<file path="config.mk">
export PLATFORM = sky130hd
export DESIGN_NAME = down_counter_uptime_extender_core
export DESIGN_NICKNAME = d
export VERILOG_FILES = /design/src/sv/dcue_pkg.sv /design/src/sv/dcue_front.sv /design/src/sv/dcue_queue.sv /design/src/sv/dcue_back.sv /design/src/sv/down_counter_uptime_extender_core.sv
export SDC_FILE = /design/constraint.sdc
export NUM_CORES = 1
export LEC_CHECK = 0
export BUFFER_PORTS_ARGS = -buffer_cell sky130_fd_sc_hd__buf_2
export CAP_MARGIN = 20
export CORE_MARGIN = 3
export CORE_UTILIZATION = 56
export CTS_BUF_LIST = sky130_fd_sc_hd__clkbuf_4 sky130_fd_sc_hd__clkbuf_8
export DETAILED_ROUTE_END_ITERATION = 6
export GPL_ROUTABILITY_DRIVEN = 0
export GPL_TIMING_DRIVEN = 1
export PLACE_DENSITY_LB_ADDON = 0.2
export SLEW_MARGIN = 20
export SYNTH_ARGS = -nofsm -noshare
export SYNTH_HDL_FRONTEND = slang
export SYNTH_SLANG_ARGS = --single-unit
</file>
<file path="constraint.sdc">
create_clock -name clk -period 13.07 [get_ports clk]
set_input_delay 0.6535 -clock clk [delete_from_list [all_inputs] [get_ports clk]]
set_output_delay 0.6535 -clock clk [all_outputs]
set_load 0.005 [all_outputs]
</file>
<file path="src/sv/dcue_pkg.sv">
`timescale 1ns / 1ps
// ----------------------------------------------------------------------------
// dcue_pkg
// Shared types and constants for the down counter uptime extender.
// ----------------------------------------------------------------------------
package dcue_pkg;

	localparam int DCUE_CNT_BITS    = 24;
	localparam int DCUE_WRAP_BITS   = 32;
	localparam int DCUE_TOTAL_BITS  = DCUE_CNT_BITS + DCUE_WRAP_BITS;
	localparam int DCUE_SEC_BITS    = 37;
	localparam int DCUE_FRAC_BITS   = 10;
	localparam int DCUE_MHZ_BITS    = 8;
	localparam int DCUE_PER_MS_BITS = 18;
	localparam int DCUE_PER_S_BITS  = 28;

	localparam int DCUE_CYC_PER_MS  = 1000;
	localparam int DCUE_CYC_PER_S   = 1000000;

	localparam logic [DCUE_MHZ_BITS-1:0] DCUE_MHZ_RESET = DCUE_MHZ_BITS'(32);
	localparam int DCUE_QUEUE_DEPTH = 2;

	typedef struct packed {
		logic [DCUE_CNT_BITS-1:0] counter_sample;
		logic [DCUE_CNT_BITS-1:0] reference_sample;
	} dcue_in_t;

	typedef struct packed {
		logic [DCUE_CNT_BITS-1:0]   elapsed_cycles;
		logic [DCUE_TOTAL_BITS-1:0] uptime_cycles;
		logic [DCUE_SEC_BITS-1:0]   seconds;
		logic [DCUE_FRAC_BITS-1:0]  milliseconds;
		logic [DCUE_FRAC_BITS-1:0]  microseconds;
	} dcue_out_t;

	// work passed from front end to back end
	typedef struct packed {
		logic [DCUE_CNT_BITS-1:0]   elapsed;
		logic [DCUE_TOTAL_BITS-1:0] total;
	} dcue_job_t;

	// divisors derived from the clock setting
	typedef struct packed {
		logic [DCUE_PER_S_BITS-1:0]  per_s;
		logic [DCUE_PER_MS_BITS-1:0] per_ms;
		logic [DCUE_MHZ_BITS-1:0]    per_us;
	} dcue_div_cfg_t;

	typedef struct packed {
		logic full;
		logic empty;
	} dcue_q_status_t;

	typedef enum logic [2:0] {
		ST_IDLE,
		ST_SEC,
		ST_MS,
		ST_US,
		ST_FIN
	} dcue_state_t;

endpackage

</file>
<file path="src/sv/dcue_front.sv">
`timescale 1ns / 1ps
// ----------------------------------------------------------------------------
// dcue_front
// Takes samples, tracks wraps of the down counter and forms the wide count.
// ----------------------------------------------------------------------------
module dcue_front (
	input  logic                   clk,
	input  logic                   arst_n,
	input  logic                   sample_valid,
	output logic                   sample_ready,
	input  dcue_pkg::dcue_in_t     sample,
	input  dcue_pkg::dcue_q_status_t q_status,
	output logic                   push,
	output dcue_pkg::dcue_job_t    push_job
);
	import dcue_pkg::*;

	logic [DCUE_CNT_BITS-1:0]  prev_q;
	logic [DCUE_WRAP_BITS-1:0] wrap_q;
	logic [DCUE_WRAP_BITS-1:0] wrap_nxt;
	logic [DCUE_CNT_BITS-1:0]  now;

	assign now          = sample.counter_sample;
	assign sample_ready = !q_status.full;
	assign push         = sample_valid && !q_status.full;

	// a down counter that goes up has wrapped
	assign wrap_nxt = (now > prev_q) ? wrap_q + DCUE_WRAP_BITS'(1) : wrap_q;

	always_comb begin
		push_job.elapsed = sample.reference_sample - now;
		push_job.total   = {wrap_nxt, ~now};
	end

	always_ff @(posedge clk or negedge arst_n) begin
		if (!arst_n) begin
			prev_q <= '0;
			wrap_q <= '0;
		end else if (push) begin
			prev_q <= now;
			wrap_q <= wrap_nxt;
		end
	end

endmodule

</file>
<file path="src/sv/dcue_queue.sv">
`timescale 1ns / 1ps
// ----------------------------------------------------------------------------
// dcue_queue
// Small first-in first-out queue between the front and back ends.
// ----------------------------------------------------------------------------
module dcue_queue #(
	parameter int DEPTH = dcue_pkg::DCUE_QUEUE_DEPTH
) (
	input  logic                     clk,
	input  logic                     arst_n,
	input  logic                     push,
	input  dcue_pkg::dcue_job_t      push_job,
	input  logic                     pop,
	output dcue_pkg::dcue_job_t      head_job,
	output dcue_pkg::dcue_q_status_t status
);
	import dcue_pkg::*;

	localparam int PW = (DEPTH > 1) ? $clog2(DEPTH) : 1;
	localparam int CW = $clog2(DEPTH + 1);

	dcue_job_t       entry_q [DEPTH];
	logic [PW-1:0]   wr_ptr_q;
	logic [PW-1:0]   rd_ptr_q;
	logic [CW-1:0]   count_q;

	assign status.full  = (count_q == CW'(DEPTH));
	assign status.empty = (count_q == '0);
	assign head_job     = entry_q[rd_ptr_q];

	function automatic logic [PW-1:0] ptr_inc(input logic [PW-1:0] p);
		ptr_inc = (p == PW'(DEPTH - 1)) ? '0 : p + PW'(1);
	endfunction

	always_ff @(posedge clk or negedge arst_n) begin
		if (!arst_n) begin
			wr_ptr_q <= '0;
			rd_ptr_q <= '0;
			count_q  <= '0;
		end else begin
			if (push)
				wr_ptr_q <= ptr_inc(wr_ptr_q);
			if (pop)
				rd_ptr_q <= ptr_inc(rd_ptr_q);
			if (push && !pop)
				count_q <= count_q + CW'(1);
			else if (pop && !push)
				count_q <= count_q - CW'(1);
		end
	end

	always_ff @(posedge clk) begin
		if (push)
			entry_q[wr_ptr_q] <= push_job;
	end

	a_no_push_full: assert property (@(posedge clk) disable iff (!arst_n)
		push |-> !status.full)
		else $error("request pushed into a full queue");

	a_no_pop_empty: assert property (@(posedge clk) disable iff (!arst_n)
		pop |-> !status.empty)
		else $error("request popped from an empty queue");

	a_count_range: assert property (@(posedge clk) disable iff (!arst_n)
		count_q <= CW'(DEPTH))
		else $error("queue fill count beyond depth");

endmodule

</file>
<file path="src/sv/dcue_back.sv">
`timescale 1ns / 1ps
// ----------------------------------------------------------------------------
// dcue_back
// Splits the wide count into seconds, milliseconds and microseconds with one
// shared restoring divider, one quotient bit per cycle.
// ----------------------------------------------------------------------------
module dcue_back (
	input  logic                     clk,
	input  logic                     arst_n,
	input  dcue_pkg::dcue_div_cfg_t  div_cfg,
	input  dcue_pkg::dcue_q_status_t q_status,
	input  dcue_pkg::dcue_job_t      head_job,
	output logic                     pop,
	output logic                     result_valid,
	input  logic                     result_ready,
	output dcue_pkg::dcue_out_t      result
);
	import dcue_pkg::*;

	localparam int SEC_STEPS = DCUE_TOTAL_BITS;
	localparam int FRAC_STEPS = DCUE_FRAC_BITS;
	localparam int CW = $clog2(SEC_STEPS);
	localparam int RW = DCUE_PER_S_BITS + 1;

	dcue_state_t state_q, state_nxt;
	logic [CW-1:0] cnt_q;
	logic          last_sec, last_frac, load_out;

	logic [DCUE_CNT_BITS-1:0]   elapsed_q;
	logic [DCUE_TOTAL_BITS-1:0] total_q;
	logic [DCUE_SEC_BITS-1:0]   secs_q;
	logic [DCUE_FRAC_BITS-1:0]  ms_q;
	logic [RW-1:0]              rem_q, rem_nxt, trial;
	logic [DCUE_TOTAL_BITS-1:0] sh_q, sh_nxt;
	logic [DCUE_PER_S_BITS-1:0] divisor;
	logic [RW:0]                diff;
	logic                       ge;

	dcue_out_t result_q;
	logic      result_valid_q;

	assign last_sec  = (cnt_q == CW'(SEC_STEPS - 1));
	assign last_frac = (cnt_q == CW'(FRAC_STEPS - 1));

	always_comb begin
		case (state_q)
			ST_SEC:  divisor = div_cfg.per_s;
			ST_MS:   divisor = DCUE_PER_S_BITS'(div_cfg.per_ms);
			default: divisor = DCUE_PER_S_BITS'(div_cfg.per_us);
		endcase
	end

	// one restoring step: bring down the next dividend bit, try to subtract
	assign trial   = {rem_q[RW-2:0], sh_q[DCUE_TOTAL_BITS-1]};
	assign diff    = {1'b0, trial} - {2'b0, divisor};
	assign ge      = !diff[RW];
	assign rem_nxt = ge ? diff[RW-1:0] : trial;
	assign sh_nxt  = {sh_q[DCUE_TOTAL_BITS-2:0], ge};

	always_ff @(posedge clk or negedge arst_n) begin
		if (!arst_n)
			state_q <= ST_IDLE;
		else
			state_q <= state_nxt;
	end

	always_comb begin
		state_nxt = state_q;
		pop       = 1'b0;
		load_out  = 1'b0;
		unique case (state_q)
			ST_IDLE: begin
				if (!q_status.empty) begin
					pop       = 1'b1;
					state_nxt = ST_SEC;
				end
			end
			ST_SEC: begin
				if (last_sec)
					state_nxt = ST_MS;
			end
			ST_MS: begin
				if (last_frac)
					state_nxt = ST_US;
			end
			ST_US: begin
				if (last_frac)
					state_nxt = ST_FIN;
			end
			ST_FIN: begin
				if (!result_valid_q || result_ready) begin
					load_out  = 1'b1;
					state_nxt = ST_IDLE;
				end
			end
			default: state_nxt = ST_IDLE;
		endcase
	end

	always_ff @(posedge clk or negedge arst_n) begin
		if (!arst_n) begin
			cnt_q <= '0;
		end else begin
			if ((state_q == ST_SEC && !last_sec) ||
			    ((state_q == ST_MS || state_q == ST_US) && !last_frac))
				cnt_q <= cnt_q + CW'(1);
			else
				cnt_q <= '0;
		end
	end

	// the remainder of each stage is split as the next stage's dividend
	always_ff @(posedge clk) begin
		case (state_q)
			ST_IDLE: begin
				if (pop) begin
					elapsed_q <= head_job.elapsed;
					total_q   <= head_job.total;
					rem_q     <= '0;
					sh_q      <= head_job.total;
				end
			end
			ST_SEC: begin
				if (last_sec) begin
					secs_q <= sh_nxt[DCUE_SEC_BITS-1:0];
					rem_q  <= rem_nxt >> FRAC_STEPS;
					sh_q   <= {rem_nxt[FRAC_STEPS-1:0], {(SEC_STEPS-FRAC_STEPS){1'b0}}};
				end else begin
					rem_q <= rem_nxt;
					sh_q  <= sh_nxt;
				end
			end
			ST_MS: begin
				if (last_frac) begin
					ms_q  <= sh_nxt[FRAC_STEPS-1:0];
					rem_q <= rem_nxt >> FRAC_STEPS;
					sh_q  <= {rem_nxt[FRAC_STEPS-1:0], {(SEC_STEPS-FRAC_STEPS){1'b0}}};
				end else begin
					rem_q <= rem_nxt;
					sh_q  <= sh_nxt;
				end
			end
			ST_US: begin
				rem_q <= rem_nxt;
				sh_q  <= sh_nxt;
			end
			default: ;
		endcase
	end

	always_ff @(posedge clk) begin
		if (load_out) begin
			result_q.elapsed_cycles <= elapsed_q;
			result_q.uptime_cycles  <= total_q;
			result_q.seconds        <= secs_q;
			result_q.milliseconds   <= ms_q;
			result_q.microseconds   <= sh_q[FRAC_STEPS-1:0];
		end
	end

	always_ff @(posedge clk or negedge arst_n) begin
		if (!arst_n)
			result_valid_q <= 1'b0;
		else if (load_out)
			result_valid_q <= 1'b1;
		else if (result_ready)
			result_valid_q <= 1'b0;
	end

	assign result_valid = result_valid_q;
	assign result       = result_q;

	a_rem_below_divisor: assert property (@(posedge clk) disable iff (!arst_n)
		(state_q == ST_SEC || state_q == ST_MS || state_q == ST_US) |->
		(rem_q < {1'b0, divisor}))
		else $error("partial remainder not below divisor");

	a_frac_range: assert property (@(posedge clk) disable iff (!arst_n)
		$rose(result_valid_q) |->
		(result_q.milliseconds < DCUE_FRAC_BITS'(DCUE_CYC_PER_MS) &&
		 result_q.microseconds < DCUE_FRAC_BITS'(DCUE_CYC_PER_MS)))
		else $error("sub-second field out of range");

endmodule

</file>
<file path="src/sv/down_counter_uptime_extender_core.sv">
`timescale 1ns / 1ps
// ----------------------------------------------------------------------------
// down_counter_uptime_extender_core
// Extends a free-running 24-bit down counter into a 56-bit uptime count and
// splits it into seconds, milliseconds and microseconds.
// ----------------------------------------------------------------------------
//
//  channel  | handshake                     | carries
//  ---------+-------------------------------+----------------------------------
//  sample   | sample_valid / sample_ready   | counter and reference samples
//  result   | result_valid / result_ready   | elapsed, total, s, ms, us
//  cfg      | cfg_valid / cfg_ready         | clock in MHz (always ready)
//
//  the front end takes a sample and queues it (two entries by default)
//  for each sample the back end fetches it, runs 56 seconds steps,
//  ten millisecond steps and ten microsecond steps of the shared divider,
//  hands over to the output register and only then takes the next sample
//  a held output stalls only the hand-over; reset needs no clearing pass
//
module down_counter_uptime_extender_core #(
	parameter int QUEUE_DEPTH = dcue_pkg::DCUE_QUEUE_DEPTH
) (
	input  logic                                clk,
	input  logic                                arst_n,
	input  logic                                sample_valid,
	output logic                                sample_ready,
	input  dcue_pkg::dcue_in_t                  sample,
	output logic                                result_valid,
	input  logic                                result_ready,
	output dcue_pkg::dcue_out_t                 result,
	input  logic                                cfg_valid,
	output logic                                cfg_ready,
	input  logic [dcue_pkg::DCUE_MHZ_BITS-1:0]  cfg_data
);
	import dcue_pkg::*;

	dcue_div_cfg_t  div_cfg_q;
	logic [DCUE_MHZ_BITS-1:0] mhz_eff;
	dcue_q_status_t q_status;
	dcue_job_t      push_job, head_job;
	logic           push, pop;

	assign cfg_ready = 1'b1;

	// a zero clock setting counts as one megahertz
	assign mhz_eff = (cfg_data == '0) ? DCUE_MHZ_BITS'(1) : cfg_data;

	always_ff @(posedge clk or negedge arst_n) begin
		if (!arst_n) begin
			div_cfg_q.per_us <= DCUE_MHZ_RESET;
			div_cfg_q.per_ms <= DCUE_PER_MS_BITS'(int'(DCUE_MHZ_RESET) * DCUE_CYC_PER_MS);
			div_cfg_q.per_s  <= DCUE_PER_S_BITS'(int'(DCUE_MHZ_RESET) * DCUE_CYC_PER_S);
		end else if (cfg_valid) begin
			div_cfg_q.per_us <= mhz_eff;
			div_cfg_q.per_ms <= DCUE_PER_MS_BITS'(DCUE_PER_MS_BITS'(mhz_eff) *
			                                      DCUE_PER_MS_BITS'(DCUE_CYC_PER_MS));
			div_cfg_q.per_s  <= DCUE_PER_S_BITS'(DCUE_PER_S_BITS'(mhz_eff) *
			                                     DCUE_PER_S_BITS'(DCUE_CYC_PER_S));
		end
	end

	dcue_front u_front (
		.clk          (clk),
		.arst_n       (arst_n),
		.sample_valid (sample_valid),
		.sample_ready (sample_ready),
		.sample       (sample),
		.q_status     (q_status),
		.push         (push),
		.push_job     (push_job)
	);

	dcue_queue #(
		.DEPTH (QUEUE_DEPTH)
	) u_queue (
		.clk      (clk),
		.arst_n   (arst_n),
		.push     (push),
		.push_job (push_job),
		.pop      (pop),
		.head_job (head_job),
		.status   (q_status)
	);

	dcue_back u_back (
		.clk          (clk),
		.arst_n       (arst_n),
		.div_cfg      (div_cfg_q),
		.q_status     (q_status),
		.head_job     (head_job),
		.pop          (pop),
		.result_valid (result_valid),
		.result_ready (result_ready),
		.result       (result)
	);

endmodule
</file>
==> insert_results.sql, run 1 <==
INSERT INTO impl_metrics (metric_group, metric, value, unit) VALUES
('run_status', 'outcome', 'finished, final reports clean', ''),
('placed_design', 'port_buffers', '199', ''),
('synth', 'yosys.cell_count.top_type', 'sky130_fd_sc_hd__edfxtp_1', ''),
('synth', 'netlist.area_leader.share', '53.37', '%'),
('synth', 'synth.avg_cell_area', '13.94', 'sq um'),
('routing', 'drc', '0', ''),
('clock_tree', 'cts_tree', 'done', ''),
('synth', 'synth.cells.most_frequent', '508 x sky130_fd_sc_hd__edfxtp_1, 169 x sky130_fd_sc_hd__ha_1, 149 x sky130_fd_sc_hd__inv_1', ''),
('placed_design', 'placedInstanceArea', '30400', 'sq um'),
('synth', 'synth.ff_latch_count', '618', ''),
('synth', 'synth.largest_area_cell', 'sky130_fd_sc_hd__edfxtp_1', ''),
('pwr', 'peakVddDrop', '0.1381', 'mV'),
('routing', 'vias_per_cell', '5.594', ''),
('layout', 'finalInstanceArea', '32440', 'sq um'),
('timing', 'postLayoutSetupSlackWorst', '7.953', 'ns'),
('floorplan', 'ios', '201', ''),
('timing', 'rsz0062_at_grt', 'false', ''),
('worst_setup_path', 'cpMaxStageDelayCell', 'sky130_fd_sc_hd__fa_1', ''),
('worst_setup_path', 'worst_setup_end_kind', 'flop', ''),
('synth', 'postSynthCellCount', '2050', ''),
('clock_tree', 'cts_resized', '0', ''),
('floorplan', 'floorplan.die.width', '231.9', 'microns'),
('timing', 'setup_viol', '0', ''),
('floorplan', 'rows', '82', ''),
('worst_setup_path', 'timing.critical_path.fanout_max', '9', ''),
('synth', 'syn-cell-area', '28580', 'sq um'),
('grt', 'antenna_found_initial', '0', ''),
('clock_tree', 'max-clock-path-buffers', '3', ''),
('routing', 'routed_via_count', '17130', ''),
('pwr', 'power.density_cell_area', '227.7', 'nW/um^2'),
('worst_setup_path', 'cp_slowest_stage_delay', '0.51', 'ns'),
('clock_tree', 'path_clk_slew', '0.06', 'ns'),
('placed_design', 'detailed_place_hpwl', '41550', 'microns'),
('routing', 'drtAntennaViolNets', '0', ''),
('timing', 'drv_slew', '0', ''),
('timing', 'worst_slew_pin_slew', '1.061', 'ns'),
('timing', 'final_hold_viol_count', '0', ''),
('floorplan', 'fp.dieArea', '53780', 'sq um'),
('routing', 'routedWlPerCell', '19.68', 'microns'),
('clock_tree', 'cts_buffers', '98', ''),
('worst_setup_path', 'critPathRequiredTime', '13.61', 'ns'),
('timing', 'timing.final.crit_share', '39.15', '%'),
('synth', 'synth.lib_cells_used.distinct', '66', ''),
('clock_tree', 'cts_hold_repair.buffers', '1', ''),
('floorplan', 'area_of_the_core', '50270', 'sq um'),
('grt', 'globalRoute.totalOverflow', '0', ''),
('clock_tree', 'clk_root_buffer_cell', 'sky130_fd_sc_hd__clkbuf_8', ''),
('worst_setup_path', 'startpoint_to_endpoint_class_of_the_critical_path', 'in2reg', ''),
('hold_path', 'hold_class', 'in2reg', ''),
('layout', 'fin_nets', '2578', ''),
('grt', 'pin_count_of_the_biggest_net_entering_global_routing', '83', ''),
('clock_tree', 'htree_num_levels', '3', ''),
('placed_design', 'detailedPlace.worstSlack', '7.260', 'ns'),
('routing', 'detail_route.iter0.violations', '1288', ''),
('synth', 'synth_edf_count', '508', ''),
('timing', 'final_sum_of_negative_setup_slack', '0', 'ns'),
('timing', 'min_period', '5.117', 'ns'),
('clock_tree', 'cts_setup_buffers', '0', ''),
('clock_tree', 'cts_num_sinks', '618', ''),
('synth', 'post_synthesis_sequential_area_ratio', '63.07', '%'),
('grt', 'global_route_wire_length_before_repair', '94120', 'microns'),
('routing', 'drt-total-wl', '60260', 'microns'),
('timing', 'fmaxAchievable', '195.4', 'MHz'),
('routing', 'drt-pass1-iter-count', '5', ''),
('grt', 'via_count_of_the_first_global_routing_pass', '17170', ''),
('timing', 'clock_skews', '0.02476', 'ns'),
('synth', 'synth-async-reset-ratio', '17.80', '%'),
('floorplan', 'initial_utilization', '56.85', '%'),
('layout', 'drive_above_1_share', '23.06', '%'),
('floorplan', 'floorplan.die.height', '231.9', 'microns'),
('timing', 'max-slew-margin-rel', '28.87', '%');
-- cell usage in the layout, fill, tap and decap left out, types with 32 or more instances in the layout --
| cell type | instances |
|---|---|
| sky130_fd_sc_hd__a21o_1 | 37 |
| sky130_fd_sc_hd__a21oi_1 | 74 |
| sky130_fd_sc_hd__a22o_1 | 48 |
| sky130_fd_sc_hd__buf_2 | 198 |
| sky130_fd_sc_hd__clkbuf_4 | 39 |
| sky130_fd_sc_hd__clkbuf_8 | 103 |
| sky130_fd_sc_hd__dfrtp_1 | 95 |
| sky130_fd_sc_hd__edfxtp_1 | 508 |
| sky130_fd_sc_hd__fa_1 | 36 |
| sky130_fd_sc_hd__ha_1 | 169 |
| sky130_fd_sc_hd__inv_1 | 149 |
| sky130_fd_sc_hd__mux2_2 | 119 |
| sky130_fd_sc_hd__nand2_1 | 100 |
| sky130_fd_sc_hd__nor2_1 | 128 |
| sky130_fd_sc_hd__nor3_1 | 32 |
| sky130_fd_sc_hd__o21ai_0 | 59 |
| sky130_fd_sc_hd__xnor2_1 | 73 |
| sky130_fd_sc_hd__xor2_1 | 72 |
-- worst min-delay path, stage by stage --
cell                      delay, ns
sky130_fd_sc_hd__buf_2         0.12
sky130_fd_sc_hd__nand2_1       0.05
sky130_fd_sc_hd__o21ai_0       0.06
-- flip-flops by register name, indices dropped and copies added (netlist names) --
register	cells
div_cfg_q	40
u_back.cnt_q	6
u_back.elapsed_q	24
u_back.ms_q	10
u_back.rem_q	28
u_back.result	137
u_back.result_valid	1
u_back.secs_q	37
u_back.sh_q	56
u_back.state_q	3
u_back.total_q	56
u_front.prev_q	24
u_front.wrap_q	32
u_queue.count_q	2
u_queue.entry_q	160
u_queue.rd_ptr_q	1
u_queue.wr_ptr_q	1
-- power by group --
part           leakage (nW)  internal (mW)  total, mW  switching [mW]
Sequential             6.16           2.89       3.13           0.245
Combinational          6.18           1.05       2.60            1.55
Clock                  1.07          0.908       1.65           0.742
-- per-layer routing --
layer / wire length, microns / part of all wire [%] / up-vias / GRT usage (%)
li1: - / - / 8052 / -
met1: 27100 / 45 / 8496 / 31.55
met2: 28420 / 47 / 486 / 35.91
met3: 3358 / 5.6 / 94 / 3.570
met4: 1386 / 2.3 / 0 / 7.668
met5: 0 / 0 / - / 0
-- cell type report --
cell class                      instances  area, sq um
Clock buffer                          142         1710
Tap cell                              672        840.8
Inverter                              151        566.8
Sequential cell                       618        18030
Fill cell                            3723        17840
Antenna cell                            1        2.502
Multi-Input combinational cell       1222         9819
Clock inverter                         35        282.8
Timing Repair Buffer                  221         1186
-- logic make-up after synthesis --
logic type | after synthesis | synth area share (%)
mux | 135 | 5.249
simple gates | 398 | 6.628
fa+ha+maj | 205 | 9.920
compound gates | 338 | 7.897
flops | 618 | 63.07
buf+inv | 210 | 2.784
other cells | 1 | 0.01312
xor+xnor | 145 | 4.443
-- per-stage QoR --
stage	power [mW]	utilization [%]
floorplan	5.064	-
global route	7.854	64.52
detailed placement	5.752	60.48
CTS	7.437	64.46
finish	7.387	64.52
global placement	5.663	60.48
-- final timing paths --
check / startpoint / cells past startpoint / slack (ns) / end
worst max-delay path: cfg_data[6] / 23 / 7.95 / div_cfg_q[24]$_DFFE_PN0P_
worst min-delay path: sample[41] / 3 / 0.27 / u_front.prev_q[17]$_DFFE_PN0P_
worst max register to register: u_back.state_q[2]$_DFFE_PN0P_ / 16 / 8.06 / u_back.rem_q[13]$_DFFE_PP_
worst min register to register: u_back.secs_q[34]$_DFFE_PP_ / 0 / 0.41 / u_back.result[54]$_DFFE_PP_
max in group asynchronous: arst_n / 3 / 11.15 / u_queue.rd_ptr_q$_DFFE_PN0P_
min in group asynchronous: arst_n / 2 / 0.57 / u_back.cnt_q[0]$_DFF_PN0_
Power figures use the tool's default switching activity.
==> run 2, diff against run 1 <==
Settings changed: ABC_AREA from default to 1.
Clock period 13.07 ns to 4.1 ns, I/O delays scaled along.
==> insert_results.sql, run 2 <==
INSERT INTO impl_metrics (metric_group, metric, value, unit) VALUES
('worst_setup_path', 'startpoint_to_endpoint_class_of_the_critical_path', 'in2reg', ''),
('placed_design', 'detailedPlace.worstSlack', '-0.3520', 'ns'),
('worst_setup_path', 'worst_r2r_endpoint', 'u_back.rem_q[12]$_DFFE_PP_', ''),
('flow_run', 'max-cap-violations', '0', ''),
('layout', 'layout.core_utilization', '65.34', '%'),
('synth', 'synthesis.yosys.warnings', '0', ''),
('routing', 'detail_route.iter0.violations', '1921', ''),
('synth', 'post_synth_xor_area_fraction', '2.169', '%'),
('pwr', 'share_comb_of_total_power', '38.4', '%'),
('worst_setup_path', 'worst_setup_end_kind', 'flop', ''),
('synth', 'synth-compound-area-share', '5.899', '%'),
('timing', 'postLayoutSetupSlackWorst', '0.03098', 'ns'),
('worst_setup_path', 'worst_setup_path_startpoint', 'cfg_data[1]', ''),
('pwr', 'seq_power_share', '40.0', '%'),
('routing', 'vias_per_cell', '5.458', ''),
('worst_setup_path', 'worst-endpoint-arrival', '4.67', 'ns'),
('clock_tree', 'clk_root_buffer_cell', 'sky130_fd_sc_hd__clkbuf_8', ''),
('run_status', 'outcome', 'complete, but fails checks', ''),
('clock_tree', 'cts_buffers', '97', ''),
('worst_setup_path', 'r2r-start', 'u_back.state_q[2]$_DFFE_PN0P_', ''),
('worst_setup_path', 'timing.reg2reg.worst_path_depth', '17', ''),
('synth', 'synth.ff_latch_count', '618', ''),
('synth', 'synth_edf_count', '508', ''),
('clock_tree', 'path_clk_slew', '0.06', 'ns'),
('floorplan', 'rows', '85', ''),
('grt', 'pin_count_of_the_biggest_net_entering_global_routing', '82', ''),
('floorplan', 'fp.dieArea', '57660', 'sq um'),
('synth', 'synth.largest_area_cell', 'sky130_fd_sc_hd__edfxtp_1', ''),
('layout', 'largest-register', 'u_queue.entry_q', ''),
('layout', 'final_cell_mix', '921 x sky130_fd_sc_hd__nand2_1, 508 x sky130_fd_sc_hd__edfxtp_1, 343 x sky130_fd_sc_hd__inv_1', ''),
('pwr', 'switching_share', '38.04', '%'),
('grt', 'gr-usage-all-layers', '25.67', '%'),
('synth', 'yosys.cell_count.top_type', 'sky130_fd_sc_hd__nand2_1', ''),
('clock_tree', 'max-clock-path-buffers', '3', ''),
('timing', 'min_period', '4.069', 'ns'),
('clock_tree', 'htree_num_levels', '3', ''),
('run_status', 'violations_in_the_final_reports', 'design-rule violations', ''),
('pwr', 'switching_power', '9.535', 'mW'),
('timing', 'drv_slew', '0', ''),
('floorplan', 'ios', '201', ''),
('timing', 'rsz0062_at_grt', 'true', ''),
('synth', 'synth.avg_cell_area', '10.30', 'sq um'),
('grt', 'globalRoute.totalOverflow', '0', ''),
('hold_path', 'hold_class', 'in2async', ''),
('synth', 'synth-async-reset-ratio', '17.80', '%'),
('routing', 'routedWlPerCell', '18.09', 'microns'),
('worst_setup_path', 'timing.critical_path.fanout_max', '8', ''),
('grt', 'antenna_found_initial', '2', ''),
('synth', 'syn-cell-area', '30690', 'sq um'),
('layout', 'largest_register_ffs', '160', ''),
('clock_tree', 'cts_num_sinks', '618', ''),
('timing', 'fmaxAchievable', '245.8', 'MHz'),
('timing', 'setup_viol', '0', ''),
('layout', 'drive_above_1_share', '15.48', '%'),
('worst_setup_path', 'rrSetupSlack', '0.51', 'ns'),
('synth', 'synth.cells.most_frequent', '922 x sky130_fd_sc_hd__nand2_1, 508 x sky130_fd_sc_hd__edfxtp_1, 345 x sky130_fd_sc_hd__inv_1', ''),
('pwr', 'power_frac_clock', '21.6', '%'),
('floorplan', 'floorplan.die.height', '240.1', 'microns'),
('routing', 'drc', '6', ''),
('timing', 'max-slew-margin-rel', '32.05', '%'),
('pwr', 'power.density_cell_area', '710.0', 'nW/um^2'),
('clock_tree', 'cts_tree', 'done', ''),
('synth', 'postSynthCellCount', '2980', ''),
('synth', 'synth_simple_gate_area_share', '18.12', '%'),
('layout', 'fill_cells', '4191', ''),
('timing', 'clock_skews', '0.04340', 'ns'),
('placed_design', 'detailed_place_hpwl', '52760', 'microns'),
('layout', 'fin_nets', '3582', ''),
('synth', 'combinational_family_with_the_most_area_after_synthesis', 'simple AND/OR/NAND/NOR gates', ''),
('synth', 'netlist.area_leader.share', '49.70', '%'),
('synth', 'synth_fa_ha_area_share', '9.237', '%'),
('routing', 'drtAntennaViolNets', '0', ''),
('floorplan', 'initial_utilization', '56.81', '%'),
('routing', 'drt-total-wl', '74080', 'microns'),
('timing', 'timing.final.crit_share', '99.24', '%'),
('grt', 'global_route_wire_length_before_repair', '115800', 'microns'),
('synth', 'synth.lib_cells_used.distinct', '53', ''),
('placed_design', 'port_buffers', '199', ''),
('timing', 'worst_slew_pin_slew', '1.016', 'ns'),
('routing', 'drt-pass1-iter-count', '7', ''),
('pwr', 'cellLeakagePower', '16.05', 'nW'),
('worst_setup_path', 'critPathRequiredTime', '4.71', 'ns'),
('pwr', 'p_int', '15.53', 'mW'),
('synth', 'post_synthesis_sequential_area_ratio', '58.73', '%'),
('synth', 'synth.area.mux_share', '0.2283', '%'),
('routing', 'routed_via_count', '22350', ''),
('synth', 'syn_nets', '3246', ''),
('worst_setup_path', 'crit_end', 'div_cfg_q[22]$_DFFE_PN1P_', ''),
('pwr', 'peakVddDrop', '0.4373', 'mV'),
('layout', 'final_common_cell', 'sky130_fd_sc_hd__nand2_1', ''),
('floorplan', 'floorplan.die.width', '240.1', 'microns'),
('synth', 'yosys_most_used_dff', 'sky130_fd_sc_hd__edfxtp_1', ''),
('synth', 'synthTopCellsByArea', 'sky130_fd_sc_hd__edfxtp_1 50%, sky130_fd_sc_hd__nand2_1 11%, sky130_fd_sc_hd__dfrtp_1 7.8%', ''),
('worst_setup_path', 'start_kind', 'input port', ''),
('clock_tree', 'insertion_delay', '0.70', 'ns'),
('layout', 'layout-area-overhead-vs-synth', '15.01', '%'),
('grt', 'via_count_of_the_first_global_routing_pass', '21730', ''),
('floorplan', 'area_of_the_core', '54030', 'sq um'),
('timing', 'final_hold_viol_count', '0', '');
run 2: cell count changes after synthesis, moves of 34 or more:
| cell | delta |
|---|---|
| sky130_fd_sc_hd__inv_1 | +196 |
| sky130_fd_sc_hd__nand2_1 | +821 |
| sky130_fd_sc_hd__mux2_2 | -119 |
| sky130_fd_sc_hd__o21ai_0 | +42 |
| sky130_fd_sc_hd__nand3_1 | +120 |
| sky130_fd_sc_hd__nor2_1 | +34 |
| sky130_fd_sc_hd__xor2_1 | -36 |
run 2: layer usage:
metal / up-vias / track usage, % / part of all wire [%]
met5: - / 0 / 0.018
met4: 2 / 9.526 / 3.0
met3: 151 / 4.210 / 7.2
met2: 901 / 41.49 / 47
met1: 10660 / 35.39 / 43
li1: 10630 / - / -
run 2: power by group through the flow:
stage / registers (mW) / clock network, mW / logic [mW]
floorplan: 9.81 / 0 / 7.06
global placement: 10.1 / 0 / 9.12
detailed placement: 10.1 / 0 / 9.42
CTS: 10.0 / 5.54 / 9.50
global route: 10.2 / 5.83 / 10.8
finish: 10.0 / 5.42 / 9.62
run 2: per-stage QoR:
step,total power [mW],area [sq um],instances,hold slack [ns],TNS (ns)
2_1_floorplan,16.86,30730,2980,-0.09059,-0.004716
3_3_place_gp,19.19,32940,3884,0.1838,-0.6754
3_5_place_dp,19.53,32940,3884,0.1935,-2.816
4_1_cts,25.05,35280,4094,0.001380,0
5_1_grt,26.78,35300,4095,0.03827,-0.1728
6_report,25.07,35300,4095,0.02804,0
run 2: area by class of cell:
cell class	count	area (sq um)	area share (%)
Clock inverter	38	322.8	0.9144
Multi-Input combinational cell	1931	11040	31.27
Sequential cell	618	18030	51.06
Timing Repair Buffer	311	1974	5.593
Clock buffer	143	1724	4.884
Antenna cell	1	2.502	0.007089
Tap cell	696	870.8	2.467
Inverter	357	1341	3.800
run 2: how the worst min path moves through the flow:
stage	end	cells past startpoint
after CTS	u_front.prev_q[7]$_DFFE_PN0P_	2
after global placement	u_front.prev_q[5]$_DFFE_PN0P_	1
final	u_front.prev_q[7]$_DFFE_PN0P_	2
after detailed placement	u_front.prev_q[7]$_DFFE_PN0P_	1
after floorplan	div_cfg_q[0]$_DFFE_PN0P_	0
after global routing	u_front.prev_q[7]$_DFFE_PN0P_	2
run 2: logic make-up after synthesis:
family	count (synthesis)
other	1
AOI/OAI and AO/OA	298
xor gates and xnor gates	76
and+or+nand+nor	1344
DFF	618
adders and majority gates	205
buffers and inverters	431
muxes	7
run 2: repair_timing:
| action | CTS | global route |
|---|---|---|
| setup buffers | 0 | 0 |
| hold endpoints to repair | 115 | 0 |
| hold buffers | 29 | 0 |
| resized for setup | 0 | 5 |
| setup endpoints to repair | 0 | 5 |
run 2: critical path, cell delays in order:
cell and delay, ns:
sky130_fd_sc_hd__buf_2 0.09, sky130_fd_sc_hd__dlygate4sd3_1 0.54, sky130_fd_sc_hd__buf_4 0.16, sky130_fd_sc_hd__nand2_1 0.08, sky130_fd_sc_hd__inv_1 0.12, sky130_fd_sc_hd__a21oi_1 0.08, sky130_fd_sc_hd__ha_1 0.29, sky130_fd_sc_hd__inv_1 0.06
sky130_fd_sc_hd__fa_1 0.52, sky130_fd_sc_hd__inv_1 0.06, sky130_fd_sc_hd__fa_1 0.49, sky130_fd_sc_hd__inv_1 0.05, sky130_fd_sc_hd__fa_1 0.50, sky130_fd_sc_hd__inv_1 0.05, sky130_fd_sc_hd__ha_1 0.35, sky130_fd_sc_hd__a21oi_2 0.21
sky130_fd_sc_hd__nand2_1 0.11, sky130_fd_sc_hd__a21boi_2 0.18, sky130_fd_sc_hd__nor2_1 0.06, sky130_fd_sc_hd__o21ai_1 0.16, sky130_fd_sc_hd__nand2_1 0.07, sky130_fd_sc_hd__nand2_1 0.06, sky130_fd_sc_hd__nand3_1 0.07, sky130_fd_sc_hd__nand2_1 0.10
